### config.mk
export PLATFORM = sky130hd
export DESIGN_NAME = accumulator_logic_and_decimal_adjust
export DESIGN_NICKNAME = d
export VERILOG_FILES = /design/src/rtl/core/aldaa_pkg.sv /design/src/rtl/core/aldaa_front.sv /design/src/rtl/core/aldaa_queue.sv /design/src/rtl/core/aldaa_back.sv /design/src/rtl/core/accumulator_logic_and_decimal_adjust.sv
export SDC_FILE = /design/constraint.sdc
export NUM_CORES = 1
export LEC_CHECK = 0
export BUFFER_PORTS_ARGS = -buffer_cell sky130_fd_sc_hd__buf_2
export CAP_MARGIN = 40
export CORE_MARGIN = 4
export CORE_UTILIZATION = 58
export CTS_CLUSTER_DIAMETER = 200
export DETAILED_ROUTE_END_ITERATION = 12
export PLACE_DENSITY = 0.91
export SYNTH_ARGS = -nofsm -noshare
export SYNTH_HDL_FRONTEND = slang
export SYNTH_SLANG_ARGS = --single-unit
### constraint.sdc
create_clock -name i_clk -period 3.55 [get_ports i_clk]
set_input_delay 0.1775 -clock i_clk [delete_from_list [all_inputs] [get_ports i_clk]]
set_output_delay 0.1775 -clock i_clk [all_outputs]
set_load 0.03 [all_outputs]
### src/rtl/core/aldaa_pkg.sv
// Package for the accumulator logic and decimal adjust block.
// Holds operation and opcode codes, decoded command and result types.
// No dependencies.
package aldaa_pkg;

    localparam int QUEUE_DEPTH = 2;

    localparam logic [1:0] OP_LOGIC = 2'd0;
    localparam logic [1:0] OP_CPL   = 2'd1;
    localparam logic [1:0] OP_DAA   = 2'd2;

    localparam logic [7:0] OPC_AND_IMM = 8'hE6;
    localparam logic [7:0] OPC_OR_IMM  = 8'hF6;
    localparam logic [7:0] OPC_XOR_IMM = 8'hEE;
    localparam logic [7:0] OPC_AND_LO  = 8'hA0;
    localparam logic [7:0] OPC_AND_HI  = 8'hA7;
    localparam logic [7:0] OPC_XOR_LO  = 8'hA8;
    localparam logic [7:0] OPC_XOR_HI  = 8'hAF;
    localparam logic [7:0] OPC_OR_LO   = 8'hB0;
    localparam logic [7:0] OPC_OR_HI   = 8'hB7;
    localparam logic [2:0] SRC_HL      = 3'd6;
    localparam logic [2:0] SRC_ACC     = 3'd7;

    localparam logic [3:0] CYC_NONE  = 4'd0;
    localparam logic [3:0] CYC_SHORT = 4'd4;
    localparam logic [3:0] CYC_LONG  = 4'd8;

    localparam logic [7:0] DAA_LOW_CORR  = 8'h06;
    localparam logic [7:0] DAA_HIGH_CORR = 8'h60;
    localparam logic [7:0] DAA_HIGH_MAX  = 8'h99;
    localparam logic [3:0] DAA_LOW_MAX   = 4'h9;

    localparam logic [2:0] KIND_NOP = 3'd0;
    localparam logic [2:0] KIND_AND = 3'd1;
    localparam logic [2:0] KIND_OR  = 3'd2;
    localparam logic [2:0] KIND_XOR = 3'd3;
    localparam logic [2:0] KIND_CPL = 3'd4;
    localparam logic [2:0] KIND_DAA = 3'd5;

    typedef struct packed {
        logic [2:0] kind;
        logic       use_acc;
        logic       imm;
        logic [3:0] cycles;
        logic [7:0] operand;
    } t_cmd;

    typedef struct packed {
        logic       adv;
        logic [3:0] cycles;
        logic       c;
        logic       h;
        logic       n;
        logic       z;
        logic [7:0] acc;
        logic       accepted;
    } t_res;

endpackage

### src/rtl/core/aldaa_front.sv
// Front end: accepts input transfers and decodes them into commands.
// Depends on aldaa_pkg.
module aldaa_front (
    input  logic              i_valid,
    input  logic [1:0]        i_operation,
    input  logic [7:0]        i_opcode,
    input  logic [7:0]        i_operand,
    input  logic              i_q_ready,
    output logic              o_ready,
    output logic              o_push,
    output aldaa_pkg::t_cmd   o_cmd
);

    assign o_ready = i_q_ready;
    assign o_push  = i_valid && i_q_ready;

    always_comb begin
        o_cmd.kind    = aldaa_pkg::KIND_NOP;
        o_cmd.use_acc = 1'b0;
        o_cmd.imm     = 1'b0;
        o_cmd.cycles  = aldaa_pkg::CYC_NONE;
        o_cmd.operand = i_operand;
        case (i_operation)
            aldaa_pkg::OP_LOGIC: begin
                if (i_opcode == aldaa_pkg::OPC_AND_IMM || i_opcode == aldaa_pkg::OPC_OR_IMM ||
                    i_opcode == aldaa_pkg::OPC_XOR_IMM) begin
                    o_cmd.imm    = 1'b1;
                    o_cmd.cycles = aldaa_pkg::CYC_LONG;
                    if (i_opcode == aldaa_pkg::OPC_AND_IMM) begin
                        o_cmd.kind = aldaa_pkg::KIND_AND;
                    end else if (i_opcode == aldaa_pkg::OPC_OR_IMM) begin
                        o_cmd.kind = aldaa_pkg::KIND_OR;
                    end else begin
                        o_cmd.kind = aldaa_pkg::KIND_XOR;
                    end
                end else if (i_opcode inside {[aldaa_pkg::OPC_AND_LO:aldaa_pkg::OPC_AND_HI],
                                              [aldaa_pkg::OPC_XOR_LO:aldaa_pkg::OPC_XOR_HI],
                                              [aldaa_pkg::OPC_OR_LO:aldaa_pkg::OPC_OR_HI]}) begin
                    if (i_opcode inside {[aldaa_pkg::OPC_AND_LO:aldaa_pkg::OPC_AND_HI]}) begin
                        o_cmd.kind = aldaa_pkg::KIND_AND;
                    end else if (i_opcode inside {[aldaa_pkg::OPC_XOR_LO:
                                                   aldaa_pkg::OPC_XOR_HI]}) begin
                        o_cmd.kind = aldaa_pkg::KIND_XOR;
                    end else begin
                        o_cmd.kind = aldaa_pkg::KIND_OR;
                    end
                    o_cmd.cycles  = (i_opcode[2:0] == aldaa_pkg::SRC_HL) ?
                                    aldaa_pkg::CYC_LONG : aldaa_pkg::CYC_SHORT;
                    o_cmd.use_acc = (i_opcode[2:0] == aldaa_pkg::SRC_ACC);
                end
            end
            aldaa_pkg::OP_CPL: begin
                o_cmd.kind   = aldaa_pkg::KIND_CPL;
                o_cmd.cycles = aldaa_pkg::CYC_SHORT;
            end
            aldaa_pkg::OP_DAA: begin
                o_cmd.kind   = aldaa_pkg::KIND_DAA;
                o_cmd.cycles = aldaa_pkg::CYC_SHORT;
            end
            default: begin
                o_cmd.kind = aldaa_pkg::KIND_NOP;
            end
        endcase
    end

endmodule

### src/rtl/core/aldaa_queue.sv
// Short command queue between the decoder and the execution unit.
// Depends on aldaa_pkg.
module aldaa_queue #(
    parameter int DEPTH = aldaa_pkg::QUEUE_DEPTH
) (
    input  logic            i_clk,
    input  logic            i_rst_n,
    input  logic            i_push,
    input  aldaa_pkg::t_cmd i_cmd,
    output logic            o_ready,
    input  logic            i_pop,
    output logic            o_valid,
    output aldaa_pkg::t_cmd o_cmd
);

    localparam int AW = (DEPTH > 1) ? $clog2(DEPTH) : 1;
    localparam int CW = $clog2(DEPTH + 1);

    aldaa_pkg::t_cmd r_mem [DEPTH];
    logic [AW-1:0]   r_wr;
    logic [AW-1:0]   r_rd;
    logic [CW-1:0]   r_count;
    logic [AW-1:0]   n_wr;
    logic [AW-1:0]   n_rd;
    logic [CW-1:0]   n_count;

    assign o_ready = (r_count != CW'(DEPTH));
    assign o_valid = (r_count != '0);
    assign o_cmd   = r_mem[r_rd];

    always_comb begin
        n_wr    = r_wr;
        n_rd    = r_rd;
        n_count = r_count;
        if (i_push) begin
            n_wr = (r_wr == AW'(DEPTH - 1)) ? '0 : r_wr + 1'b1;
        end
        if (i_pop) begin
            n_rd = (r_rd == AW'(DEPTH - 1)) ? '0 : r_rd + 1'b1;
        end
        if (i_push && !i_pop) begin
            n_count = r_count + 1'b1;
        end else if (!i_push && i_pop) begin
            n_count = r_count - 1'b1;
        end
    end

    always_ff @(posedge i_clk) begin
        if (!i_rst_n) begin
            r_wr    <= '0;
            r_rd    <= '0;
            r_count <= '0;
        end else begin
            r_wr    <= n_wr;
            r_rd    <= n_rd;
            r_count <= n_count;
        end
    end

    always_ff @(posedge i_clk) begin
        if (i_push) begin
            r_mem[r_wr] <= i_cmd;
        end
    end

    a_no_overflow: assert property (@(posedge i_clk) disable iff (!i_rst_n)
        i_push |-> (o_ready || i_pop))
        else $error("Command queue written while full.");

    a_no_underflow: assert property (@(posedge i_clk) disable iff (!i_rst_n)
        i_pop |-> o_valid)
        else $error("Command queue read while empty.");

endmodule

### src/rtl/core/aldaa_back.sv
// Execution unit: holds accumulator and flags; runs one command per cycle
// unless stalled; an output register holds results. Depends on aldaa_pkg.
module aldaa_back (
    input  logic            i_clk,
    input  logic            i_rst_n,
    input  logic            i_q_valid,
    input  aldaa_pkg::t_cmd i_cmd,
    output logic            o_pop,
    input  logic            i_out_ready,
    output logic            o_out_valid,
    output aldaa_pkg::t_res o_res
);

    logic [7:0]      r_acc;
    logic            r_z;
    logic            r_n;
    logic            r_h;
    logic            r_c;
    logic            r_out_valid;
    aldaa_pkg::t_res r_res;
    aldaa_pkg::t_res n_res;

    logic [7:0] src;
    logic       daa_lo;
    logic       daa_hi;
    logic [7:0] daa_corr;

    assign o_pop       = i_q_valid && (!r_out_valid || i_out_ready);
    assign o_out_valid = r_out_valid;
    assign o_res       = r_res;

    assign src      = i_cmd.use_acc ? r_acc : i_cmd.operand;
    assign daa_lo   = r_h || (!r_n && (r_acc[3:0] > aldaa_pkg::DAA_LOW_MAX));
    assign daa_hi   = r_c || (!r_n && (r_acc > aldaa_pkg::DAA_HIGH_MAX));
    assign daa_corr = (daa_lo ? aldaa_pkg::DAA_LOW_CORR : 8'h00) |
                      (daa_hi ? aldaa_pkg::DAA_HIGH_CORR : 8'h00);

    always_comb begin
        n_res.accepted = 1'b1;
        n_res.acc      = r_acc;
        n_res.z        = r_z;
        n_res.n        = r_n;
        n_res.h        = r_h;
        n_res.c        = r_c;
        n_res.cycles   = i_cmd.cycles;
        n_res.adv      = i_cmd.imm;
        case (i_cmd.kind)
            aldaa_pkg::KIND_AND: begin
                n_res.acc = r_acc & src;
                n_res.n   = 1'b0;
                n_res.h   = 1'b1;
                n_res.c   = 1'b0;
                n_res.z   = (n_res.acc == 8'h00);
            end
            aldaa_pkg::KIND_OR: begin
                n_res.acc = r_acc | src;
                n_res.n   = 1'b0;
                n_res.h   = 1'b0;
                n_res.c   = 1'b0;
                n_res.z   = (n_res.acc == 8'h00);
            end
            aldaa_pkg::KIND_XOR: begin
                n_res.acc = r_acc ^ src;
                n_res.n   = 1'b0;
                n_res.h   = 1'b0;
                n_res.c   = 1'b0;
                n_res.z   = (n_res.acc == 8'h00);
            end
            aldaa_pkg::KIND_CPL: begin
                n_res.acc = ~r_acc;
                n_res.n   = 1'b1;
                n_res.h   = 1'b1;
            end
            aldaa_pkg::KIND_DAA: begin
                n_res.acc = r_n ? (r_acc - daa_corr) : (r_acc + daa_corr);
                n_res.h   = 1'b0;
                n_res.c   = r_c || daa_hi;
                n_res.z   = (n_res.acc == 8'h00);
            end
            default: begin
                n_res.accepted = 1'b0;
                n_res.cycles   = aldaa_pkg::CYC_NONE;
                n_res.adv      = 1'b0;
            end
        endcase
    end

    always_ff @(posedge i_clk) begin
        if (!i_rst_n) begin
            r_acc       <= '0;
            r_z         <= 1'b0;
            r_n         <= 1'b0;
            r_h         <= 1'b0;
            r_c         <= 1'b0;
            r_out_valid <= 1'b0;
        end else begin
            if (o_pop) begin
                r_acc       <= n_res.acc;
                r_z         <= n_res.z;
                r_n         <= n_res.n;
                r_h         <= n_res.h;
                r_c         <= n_res.c;
                r_out_valid <= 1'b1;
            end else if (i_out_ready) begin
                r_out_valid <= 1'b0;
            end
        end
    end

    always_ff @(posedge i_clk) begin
        if (o_pop) begin
            r_res <= n_res;
        end
    end

    a_state_matches_result: assert property (@(posedge i_clk) disable iff (!i_rst_n)
        o_pop |=> (r_res.acc == r_acc && r_res.z == r_z && r_res.c == r_c))
        else $error("Stored accumulator differs from the delivered result.");

    a_accept_cycles: assert property (@(posedge i_clk) disable iff (!i_rst_n)
        r_out_valid |-> (r_res.accepted == (r_res.cycles != aldaa_pkg::CYC_NONE)))
        else $error("Accepted flag disagrees with the cycle count.");

    a_adv_long: assert property (@(posedge i_clk) disable iff (!i_rst_n)
        (r_out_valid && r_res.adv) |-> (r_res.cycles == aldaa_pkg::CYC_LONG))
        else $error("Immediate form reported without a long cycle count.");

endmodule

### src/rtl/core/accumulator_logic_and_decimal_adjust.sv
// An input transfer is stored in the command queue, then its result in the output register.
// Throughput: one item per cycle while the sink does not stall, set by the execution unit.
// A command queue decouples decode from execution; the output register holds
// a result while the sink stalls. Synchronous active-low reset clears the
// accumulator, all four flags, the queue and the output valid flag.
// Depends on aldaa_pkg, aldaa_front, aldaa_queue and aldaa_back.
module accumulator_logic_and_decimal_adjust #(
    parameter int QUEUE_DEPTH = aldaa_pkg::QUEUE_DEPTH
) (
    input  logic        i_clk,
    input  logic        i_rst_n,
    input  logic        s_axis_tvalid,
    output logic        s_axis_tready,
    input  logic [15:0] s_axis_tdata,  // opcode[7:0], operand[15:8]
    input  logic [1:0]  s_axis_tuser,  // operation[1:0]
    output logic        m_axis_tvalid,
    input  logic        m_axis_tready,
    output logic [23:0] m_axis_tdata   // accepted[0], accumulator[8:1], zero_flag[9],
                                       // subtract_flag[10], half_carry_flag[11],
                                       // carry_flag[12], cycle_count[16:13],
                                       // advance_pc[17], zero[23:18]
);

    logic            push;
    logic            pop;
    logic            q_ready;
    logic            q_valid;
    aldaa_pkg::t_cmd f_cmd;
    aldaa_pkg::t_cmd q_cmd;
    aldaa_pkg::t_res res;

    aldaa_front u_front (
        .i_valid     (s_axis_tvalid),
        .i_operation (s_axis_tuser),
        .i_opcode    (s_axis_tdata[7:0]),
        .i_operand   (s_axis_tdata[15:8]),
        .i_q_ready   (q_ready),
        .o_ready     (s_axis_tready),
        .o_push      (push),
        .o_cmd       (f_cmd)
    );

    aldaa_queue #(
        .DEPTH (QUEUE_DEPTH)
    ) u_queue (
        .i_clk   (i_clk),
        .i_rst_n (i_rst_n),
        .i_push  (push),
        .i_cmd   (f_cmd),
        .o_ready (q_ready),
        .i_pop   (pop),
        .o_valid (q_valid),
        .o_cmd   (q_cmd)
    );

    aldaa_back u_back (
        .i_clk       (i_clk),
        .i_rst_n     (i_rst_n),
        .i_q_valid   (q_valid),
        .i_cmd       (q_cmd),
        .o_pop       (pop),
        .i_out_ready (m_axis_tready),
        .o_out_valid (m_axis_tvalid),
        .o_res       (res)
    );

    assign m_axis_tdata = {6'b0, res};

endmodule
==> Flow_metrics.wiki, run 1 <==
{| class="wikitable"
! Metric !! Value
|-
| Outcome || finished, final reports clean
|-
| Count of hold buffers inserted by post-cts repair || 0
|-
| Tightest Hold Check Type || in2reg
|-
| Shortest clock period the worst path allows after layout || ~3.2 ns
|-
| Reg clk slew, reported paths || approximately 0.08 ns
|-
| Number of hold violations in the final report || 0
|-
| Number of instances in the synthesized netlist || around 360
|-
| Max_cap viols || 0
|-
| Setup CP Type || reg2reg
|-
| Proportion of layout cells with a drive suffix above 1 || 17.8%
|-
| First-pass GRT wire length || ~14000 µm
|-
| Startpoint type of the worst setup path || flip-flop
|-
| Most used flip-flop cell after synthesis || sky130_fd_sc_hd__edfxtp_1
|-
| Worst clock skew || just over 0.007 ns
|-
| Final Slew Violations || 0
|-
| Number of inserted filler cells in the final layout || between 500 and 600
|-
| Overall via count from detail_route || approximately 3.0k
|-
| Proportion of synthesized flip-flops having asynchronous set or reset || 0%
|-
| Worst path top cell family by delay || compound AO/OA/AOI/OAI gates
|-
| Tightest slew margin relative to the limit || 55.0%
|-
| Unrepaired setup endpoints after global routing || no
|-
| Switching Share || 46.1%
|-
| PD cells || 1010 mW/mm²
|-
| Initial antenna violation count || 0
|-
| Maximum number of pins on one net before global-route repair || 27
|-
| Part of the total power dissipated in sequential elements || around 29%
|-
| WP data arrival || between 3 and 4 ns
|-
| Remaining routing DRC violations || 0
|-
| Cell with the largest stage delay on the worst path || sky130_fd_sc_hd__dfxtp_1
|-
| Transition time at the pin with the least slew margin || approximately 0.68 ns
|-
| Int Pwr || 2280 µW
|-
| Critical path buffer and inverter count || 0
|-
| VDD IR max || 573 µV
|-
| Layout area overhead || 11.3%
|-
| Worst-path cell chain || o21ai_0 -> o211ai_1 -> a31oi_1 -> ha_1 -> nand2_1 -> o21ai_0 -> ha_1 -> nor2b_1 -> a21o_1 -> o31a_1 -> a211o_1 -> o21ai_1 -> a21oi_1
|-
| Top achievable clock speed || between 300 and 400 MHz
|-
| Global route total overflow || 0
|-
| Highest fanout seen on the critical path || 7
|-
| Post-Place Setup Slack || between 0.3 and 0.4 ns
|-
| Boundary pin count || 48
|-
| Chip Width || 88.6 µm
|-
| Initial core utilization || 59.6%
|-
| Gates resized, CTS repair || 0
|-
| Required time of the critical path || about 3.6 ns
|-
| Critical Path End Type || flip-flop
|-
| Routed wire per std cell || approximately 17 µm
|-
| Half-perimeter wire length after placement || 6370 µm
|-
| Via count of the first global-routing pass || between 2k and 3k
|-
| Global routing usage summed across all routing layers || between 20% and 30%
|-
| Htree depth || 3
|-
| First DRT Iteration DRCs || about 240
|-
| Clk sink count || 64
|-
| Floorplan die area || about 0.0078 mm²
|-
| EDFF count, synth || 46
|-
| DR pass1 iterations || 6
|-
| Clock tree from TritonCTS || built
|-
| Antenna violation net count after detailed routing || 0
|-
| Number of CTS-inserted buffers || 9
|-
| Antenna diode count || 0
|-
| Net count of the finished layout || 454
|-
| Post-CTS setup repair buffer count || 0
|-
| Site Rows || 29
|-
| Part of the power in the clock network || between 10% and 20%
|-
| Final critical-path setup slack || roughly 0.32 ns
|-
| Last weighted congestion value of the routability-driven placer || about 0.94
|-
| Combinational fraction of design power || a little under three fifths
|-
| Highest cell delay on the worst timing path || between 0.3 and 0.4 ns
|-
| Sequential element share of the synthesized area || 46.3%
|-
| Yosys reg bits || between 60 and 70
|-
| Portion of the clock cycle consumed by the worst path in the final layout || 91.0%
|-
| Yosys Warn Count || 0
|-
| Clock latency at the later pin of the worst-skew pair || 0.35 ns
|-
| Final sum of negative setup slack || 0 ns
|-
| Setup-violating endpoint count in the final report || 0
|-
| Vertical die dimension || roughly 89 µm
|-
| Static leakage || between 0.0015 and 0.002 µW
|-
| I/O Buffers || 39
|-
| Cell variety after synth || 60
|-
| Mean number of vias per cell || around 6.1
|-
| Synthesized cell area || between 0.003 and 0.004 mm²
|-
| Core area || ~0.0063 mm²
|-
| CTS Buffer Depth || 2
|-
| Syn Area/Cell || 10.3 µm²
|-
| Wirelength, routed || 8480 µm
|-
| Power spent charging and discharging nets || 1950 µW
|-
| Root buffer cell || sky130_fd_sc_hd__clkbuf_8
|}
power by group through the flow:
stage	registers (µW)	clock network, µW	logic, µW
floorplan	1410	0	1620
global placement	1230	0	2330
detailed placement	1250	0	2390
CTS	1230	572	2410
global route	1260	618	2660
finish	1230	572	2430
cells in the final DEF, fill, tap and decap left out, types with 5 or more instances in the layout:
cell type / netlist / layout
sky130_fd_sc_hd__o211ai_1: 6 / 6
sky130_fd_sc_hd__conb_1: 1 / 8
sky130_fd_sc_hd__a21oi_1: 21 / 21
sky130_fd_sc_hd__and2_1: 5 / 5
sky130_fd_sc_hd__nor3_1: 7 / 7
sky130_fd_sc_hd__inv_1: 27 / 27
sky130_fd_sc_hd__buf_2: 3 / 39
sky130_fd_sc_hd__a211oi_1: 6 / 6
sky130_fd_sc_hd__edfxtp_1: 46 / 46
sky130_fd_sc_hd__dfxtp_1: 18 / 18
sky130_fd_sc_hd__nand2_1: 25 / 25
sky130_fd_sc_hd__mux2i_1: 8 / 8
sky130_fd_sc_hd__ha_1: 28 / 28
sky130_fd_sc_hd__nand3_1: 5 / 5
sky130_fd_sc_hd__nor2_1: 27 / 27
sky130_fd_sc_hd__buf_4: 10 / 5
sky130_fd_sc_hd__a222oi_1: 7 / 7
sky130_fd_sc_hd__o21ai_0: 21 / 21
sky130_fd_sc_hd__nor4_1: 5 / 5
sky130_fd_sc_hd__a21boi_0: 5 / 5
sky130_fd_sc_hd__clkbuf_8: 0 / 9
sky130_fd_sc_hd__xnor2_1: 7 / 7
final timing paths:
check,end,start,cells after the start,slack [ns]
worst max-delay path,u_back.o_res[7],u_back.r_acc[1],13,0.32
worst min register to register,u_queue.r_count[1],u_queue.r_count[1],2,0.53
worst min-delay path,u_queue.r_mem[0][3],s_axis_tdata[11],1,0.01
worst max register to register,u_back.o_res[7],u_back.r_acc[1],13,0.32
per-stage QoR:
stage	power, µW	instances	util, %	area, µm²	hold slack, ns
global placement	3560	468	62.9	3970	0.366
floorplan	3030	371	-	3790	0.276
global route	4540	486	66.4	4190	0.000292
CTS	4210	485	66.2	4180	0.0120
finish	4230	486	66.4	4190	0.0138
detailed placement	3640	469	63.4	4000	0.369
layout make-up:
| class | count | area [µm²] | share of cell area, % |
|---|---|---|---|
| inverter | 27 | 101 | 2.42 |
| tap | 77 | 96.3 | 2.30 |
| timing repair buffer | 46 | 270 | 6.45 |
| clock inverter | 7 | 56.3 | 1.34 |
| sequential | 64 | 1740 | 41.6 |
| clock buffer | 9 | 124 | 2.96 |
| multi-input combinational | 256 | 1800 | 43.0 |
synthesized netlist by cell type, types with 3 or more instances:
cell type | instances | area (µm²)
sky130_fd_sc_hd__a211oi_1 | 6 | 45.0
sky130_fd_sc_hd__a21boi_0 | 5 | 37.5
sky130_fd_sc_hd__a21o_1 | 4 | 30.0
sky130_fd_sc_hd__a21oi_1 | 21 | 105
sky130_fd_sc_hd__a222oi_1 | 7 | 70.1
sky130_fd_sc_hd__a22oi_1 | 3 | 22.5
sky130_fd_sc_hd__a31oi_1 | 4 | 25.0
sky130_fd_sc_hd__and2_1 | 5 | 31.3
sky130_fd_sc_hd__buf_2 | 3 | 15.0
sky130_fd_sc_hd__buf_4 | 10 | 75.1
sky130_fd_sc_hd__clkbuf_1 | 9 | 33.8
sky130_fd_sc_hd__dfxtp_1 | 18 | 360
sky130_fd_sc_hd__edfxtp_1 | 46 | 1380
sky130_fd_sc_hd__ha_1 | 28 | 350
sky130_fd_sc_hd__inv_1 | 27 | 101
sky130_fd_sc_hd__mux2_2 | 3 | 33.8
sky130_fd_sc_hd__mux2i_1 | 8 | 80.1
sky130_fd_sc_hd__nand2_1 | 25 | 93.8
sky130_fd_sc_hd__nand3_1 | 5 | 25.0
sky130_fd_sc_hd__nor2_1 | 27 | 101
sky130_fd_sc_hd__nor2b_1 | 4 | 25.0
sky130_fd_sc_hd__nor3_1 | 7 | 35.0
sky130_fd_sc_hd__nor4_1 | 5 | 31.3
sky130_fd_sc_hd__o211ai_1 | 6 | 45.0
sky130_fd_sc_hd__o21a_1 | 4 | 30.0
sky130_fd_sc_hd__o21ai_0 | 21 | 105
sky130_fd_sc_hd__o31a_1 | 3 | 26.3
sky130_fd_sc_hd__or3_1 | 3 | 18.8
sky130_fd_sc_hd__xnor2_1 | 7 | 61.3
layer usage:
layer	vias up	routed length (µm)	GRT usage, %
li1	1411	-	-
met1	1400	3770	32.1
met2	132	3840	35.8
met3	16	691	6.24
met4	0	174	8.38
met5	-	0	0
registers in the layout, indices dropped and copies added, names as in the netlist, named ones only:
register            cells
u_back.r_c              1
u_back.r_z              1
u_back.r_h              1
u_back.o_res           16
u_queue.r_rd            1
u_queue.r_mem          30
u_back.o_out_valid      1
u_back.r_n              1
u_queue.r_wr            1
u_back.r_acc            8
u_queue.r_count         2
kinds of logic (layout without fill, tap and decap cells):
kind of cell / after synthesis / after routing / synth area share (%)
and+or+nand+nor: 92 / 92 / 11.6
buffers and inverters: 51 / 89 / 6.58
AOI/OAI and AO/OA: 103 / 103 / 18.8
muxes: 15 / 15 / 5.02
DFF: 64 / 64 / 46.3
adders and majority gates: 29 / 29 / 9.57
other: 1 / 8 / 0.0996
xor gates and xnor gates: 9 / 9 / 2.09
Note: power is estimated with default switching activity, not from simulation.
==> run 2, diff against run 1 <==
- CELL_PAD_IN_SITES_DETAIL_PLACEMENT: unset -> 2
- CELL_PAD_IN_SITES_GLOBAL_PLACEMENT: unset -> 2
- CORE_MARGIN: 4 -> 2
- CORE_UTILIZATION: 58 -> 37
- PLACE_DENSITY: 0.91 -> 0.9
- SKIP_LAST_GASP: unset -> 1
==> run 2 against run 1 <==
Clock skew increased by 0.0041 ns. Combinational power increased by 10%. Cell area rose by 1.3%. Utilization fell by 23 points.
==> Flow_metrics.wiki, run 2 (synthesis gave the netlist of run 1 again) <==
{| class="wikitable"
! Metric !! Value
|-
| Cell area after layout || 0.00424 mm² (+1.3%)
|-
| Mean number of vias per cell || 5.87 (-3.5%)
|-
| Total number of cells along the worst setup path || 11 (-2)
|-
| I/O Buffers || 39 (unchanged)
|-
| Core area || 0.00982 mm² (+56%)
|-
| Setup-violating endpoint count in the final report || 0 (unchanged)
|-
| Htree depth || 3 (unchanged)
|-
| Commonest cells after routing, fill and taps aside || sky130_fd_sc_hd__edfxtp_1, sky130_fd_sc_hd__buf_2, sky130_fd_sc_hd__ha_1, sky130_fd_sc_hd__inv_1, sky130_fd_sc_hd__nor2_1
|-
| Combinational fraction of design power || 58.3% (+0.9 points)
|-
| Number of flip-flops in the largest register || 30 (unchanged)
|-
| WP data arrival || 3.74 ns (+0.42 ns)
|-
| Remaining routing DRC violations || 0 (unchanged)
|-
| First DRT Iteration DRCs || 217 (-8.1%)
|-
| Setup CP Type || reg2reg
|-
| Cell with the largest stage delay on the worst path || sky130_fd_sc_hd__nor4_1
|-
| Tightest Hold Check Type || in2reg
|-
| Antenna diode count || 0 (unchanged)
|-
| Gates resized, CTS repair || 0 (unchanged)
|-
| Wirelength, routed || 13300 µm (+57%)
|-
| Worst-path cell chain || buf_4 -> inv_1 -> nor2_1 -> a222oi_1 -> ha_1 -> nor4_1 -> a21oi_1 -> o21ai_0 -> o21a_1 -> a41oi_1 -> a31oi_1
|-
| Placed Instances || 525 (+12%)
|-
| Tightest slew margin relative to the limit || 50.5% (-4.4 points)
|-
| Overall via count from detail_route || 3178 (+7.4%)
|-
| Part of the power in the clock network || 14.0% (+0.5 points)
|-
| Clock latency at the later pin of the worst-skew pair || 0.37 ns (+0.02 ns)
|-
| Static leakage || 0.00169 µW (about the same)
|-
| Global routing usage summed across all routing layers || 25.2% (+1.8 points)
|-
| Worst path top cell family by delay || simple AND/OR/NAND/NOR gates
|-
| VDD IR max || 474 µV (-17%)
|-
| First-pass GRT wire length || 20700 µm (+50%)
|-
| Required time of the critical path || 3.77 ns (+0.13 ns)
|-
| Worst clock skew || 0.0112 ns (+0.00410 ns)
|-
| Net count of the finished layout || 453 (-0.22%)
|-
| Via count of the first global-routing pass || 3523 (+26%)
|-
| Count of hold buffers inserted by post-cts repair || 0 (unchanged)
|-
| Antenna violation net count after detailed routing || 0 (unchanged)
|-
| Initial antenna violation count || 0 (unchanged)
|-
| Cell area after placement || 0.00405 mm² (+1.3%)
|-
| Number of inserted filler cells in the final layout || 1077 (+110%)
|-
| Switching Share || 49.1% (+2.9 points)
|-
| Global route total overflow || 0 (unchanged)
|-
| Root buffer cell || sky130_fd_sc_hd__clkbuf_8
|-
| PD cells || 1080 mW/mm² (+7.1%)
|-
| Int Pwr || 2340 µW (+2.5%)
|-
| Final cell utilization of the core || 43.2% (-23 points)
|-
| DR pass1 iterations || 5 (-1)
|-
| Proportion of layout cells with a drive suffix above 1 || 17.6% (-0.20 points)
|-
| Vertical die dimension || 105 µm (+18%)
|-
| Max_cap viols || 0 (unchanged)
|-
| Highest fanout seen on the critical path || 12 (+5)
|-
| Most frequent standard cell in the layout excluding fill and tap cells || sky130_fd_sc_hd__edfxtp_1
|-
| Number of hold violations in the final report || 0 (unchanged)
|-
| Last weighted congestion value of the routability-driven placer || 0.922 (-2.3%)
|-
| Top achievable clock speed || 284 MHz (-8.2%)
|-
| Part of the total power dissipated in sequential elements || 27.6% (-1.5 points)
|-
| Initial core utilization || 38.3% (-21 points)
|-
| Startpoint type of the worst setup path || flip-flop
|-
| Boundary pin count || 48 (unchanged)
|-
| CTS Buffer Depth || 2 (unchanged)
|-
| Shortest clock period the worst path allows after layout || 3.52 ns (+0.290 ns)
|-
| Largest Register || u_queue.r_mem
|-
| Number of CTS-inserted buffers || 9 (unchanged)
|-
| Critical Path End Type || flip-flop
|-
| Chip Width || 105 µm (+18%)
|-
| Post-CTS setup repair buffer count || 0 (unchanged)
|-
| Routed wire per std cell || 24.6 µm (+41%)
|-
| Site Rows || 36 (+24%)
|-
| Portion of the clock cycle consumed by the worst path in the final layout || 99.2% (+8.2 points)
|-
| Power spent charging and discharging nets || 2250 µW (+15%)
|-
| Worst Reg2Reg Path Length in Cells || 11 (-2)
|-
| Transition time at the pin with the least slew margin || 0.742 ns (+0.0664 ns)
|-
| Layout area overhead || 12.8%
|-
| Floorplan die area || 0.0110 mm² (+40%)
|-
| Hold Path Depth || 1 (unchanged)
|-
| Reg clk slew, reported paths || 0.08 ns (about the same)
|-
| Outcome || finished, final reports clean
|-
| Clk sink count || 64 (unchanged)
|-
| Half-perimeter wire length after placement || 8660 µm (+36%)
|-
| Critical path buffer and inverter count || 2 (+2)
|-
| Final std cells w/o fill || 541 (+11%)
|-
| Maximum number of pins on one net before global-route repair || 28 (+3.7%)
|-
| Highest cell delay on the worst timing path || 0.56 ns (+0.18 ns)
|-
| Clock tree from TritonCTS || built
|-
| Final Slew Violations || 0 (unchanged)
|}
-- run 2: cell types whose count changed in the layout (fill, tap and decap cells not counted), sizes merged --
cell,delta
clkinv,+2
dlygate4sd3,-1
clkbuf,+1
bufinv,+1
inv,-2
clkinvlp,-2
-- run 2: power by group through the flow --
stage / sequential (µW) / combinational (µW) / clock, µW
3_5_place_dp: 1270 / 2520 / 0
5_1_grt: 1290 / 2880 / 677
6_report: 1270 / 2680 / 644
2_1_floorplan: 1410 / 1620 / 0
4_1_cts: 1260 / 2630 / 649
3_3_place_gp: 1240 / 2370 / 0
-- run 2: layout make-up --
cell class | count | area [µm²] | area share (%)
inverters | 27 | 101 | 2.39
flip-flops and latches | 64 | 1740 | 41.0
clock inverters | 6 | 60.1 | 1.42
repair buffers | 45 | 240 | 5.66
well taps | 133 | 166 | 3.92
clock buffers | 10 | 128 | 3.01
multi-input cells | 256 | 1810 | 42.6
-- run 2: path summary, 6_finish.rpt --
kind	from	slack [ns]	end
max	flip-flop	0.03	u_back.o_res[9]
min	s_axis_tdata[15]	0.01	u_queue.r_mem[1][7]
max reg2reg	flip-flop	0.03	u_back.o_res[9]
min reg2reg	u_back.r_h	0.58	u_back.r_h
-- run 2: metrics by stage --
step / setup TNS (ns) / total power [µW] / worst slack [ns] / hold WS (ns)
3_3_place_gp: 0 / 3610 / 0.442 / 0.369
2_1_floorplan: 0 / 3030 / 0.661 / 0.276
5_1_grt: -0.131 / 4850 / -0.0778 / 0.00680
4_1_cts: 0 / 4540 / 0.0848 / 0.00632
6_report: 0 / 4590 / 0.0300 / 0.0113
3_5_place_dp: 0 / 3790 / 0.160 / 0.374
-- run 2: metal layers --
layer / global-route usage (%) / up-vias / part of all wire [%]
met2: 43.0 / 132 / 51
met1: 30.5 / 1594 / 41
met5: 0 / - / 0
met3: 4.49 / 32 / 5.3
met4: 12.3 / 0 / 3.2
li1: - / 1420 / -
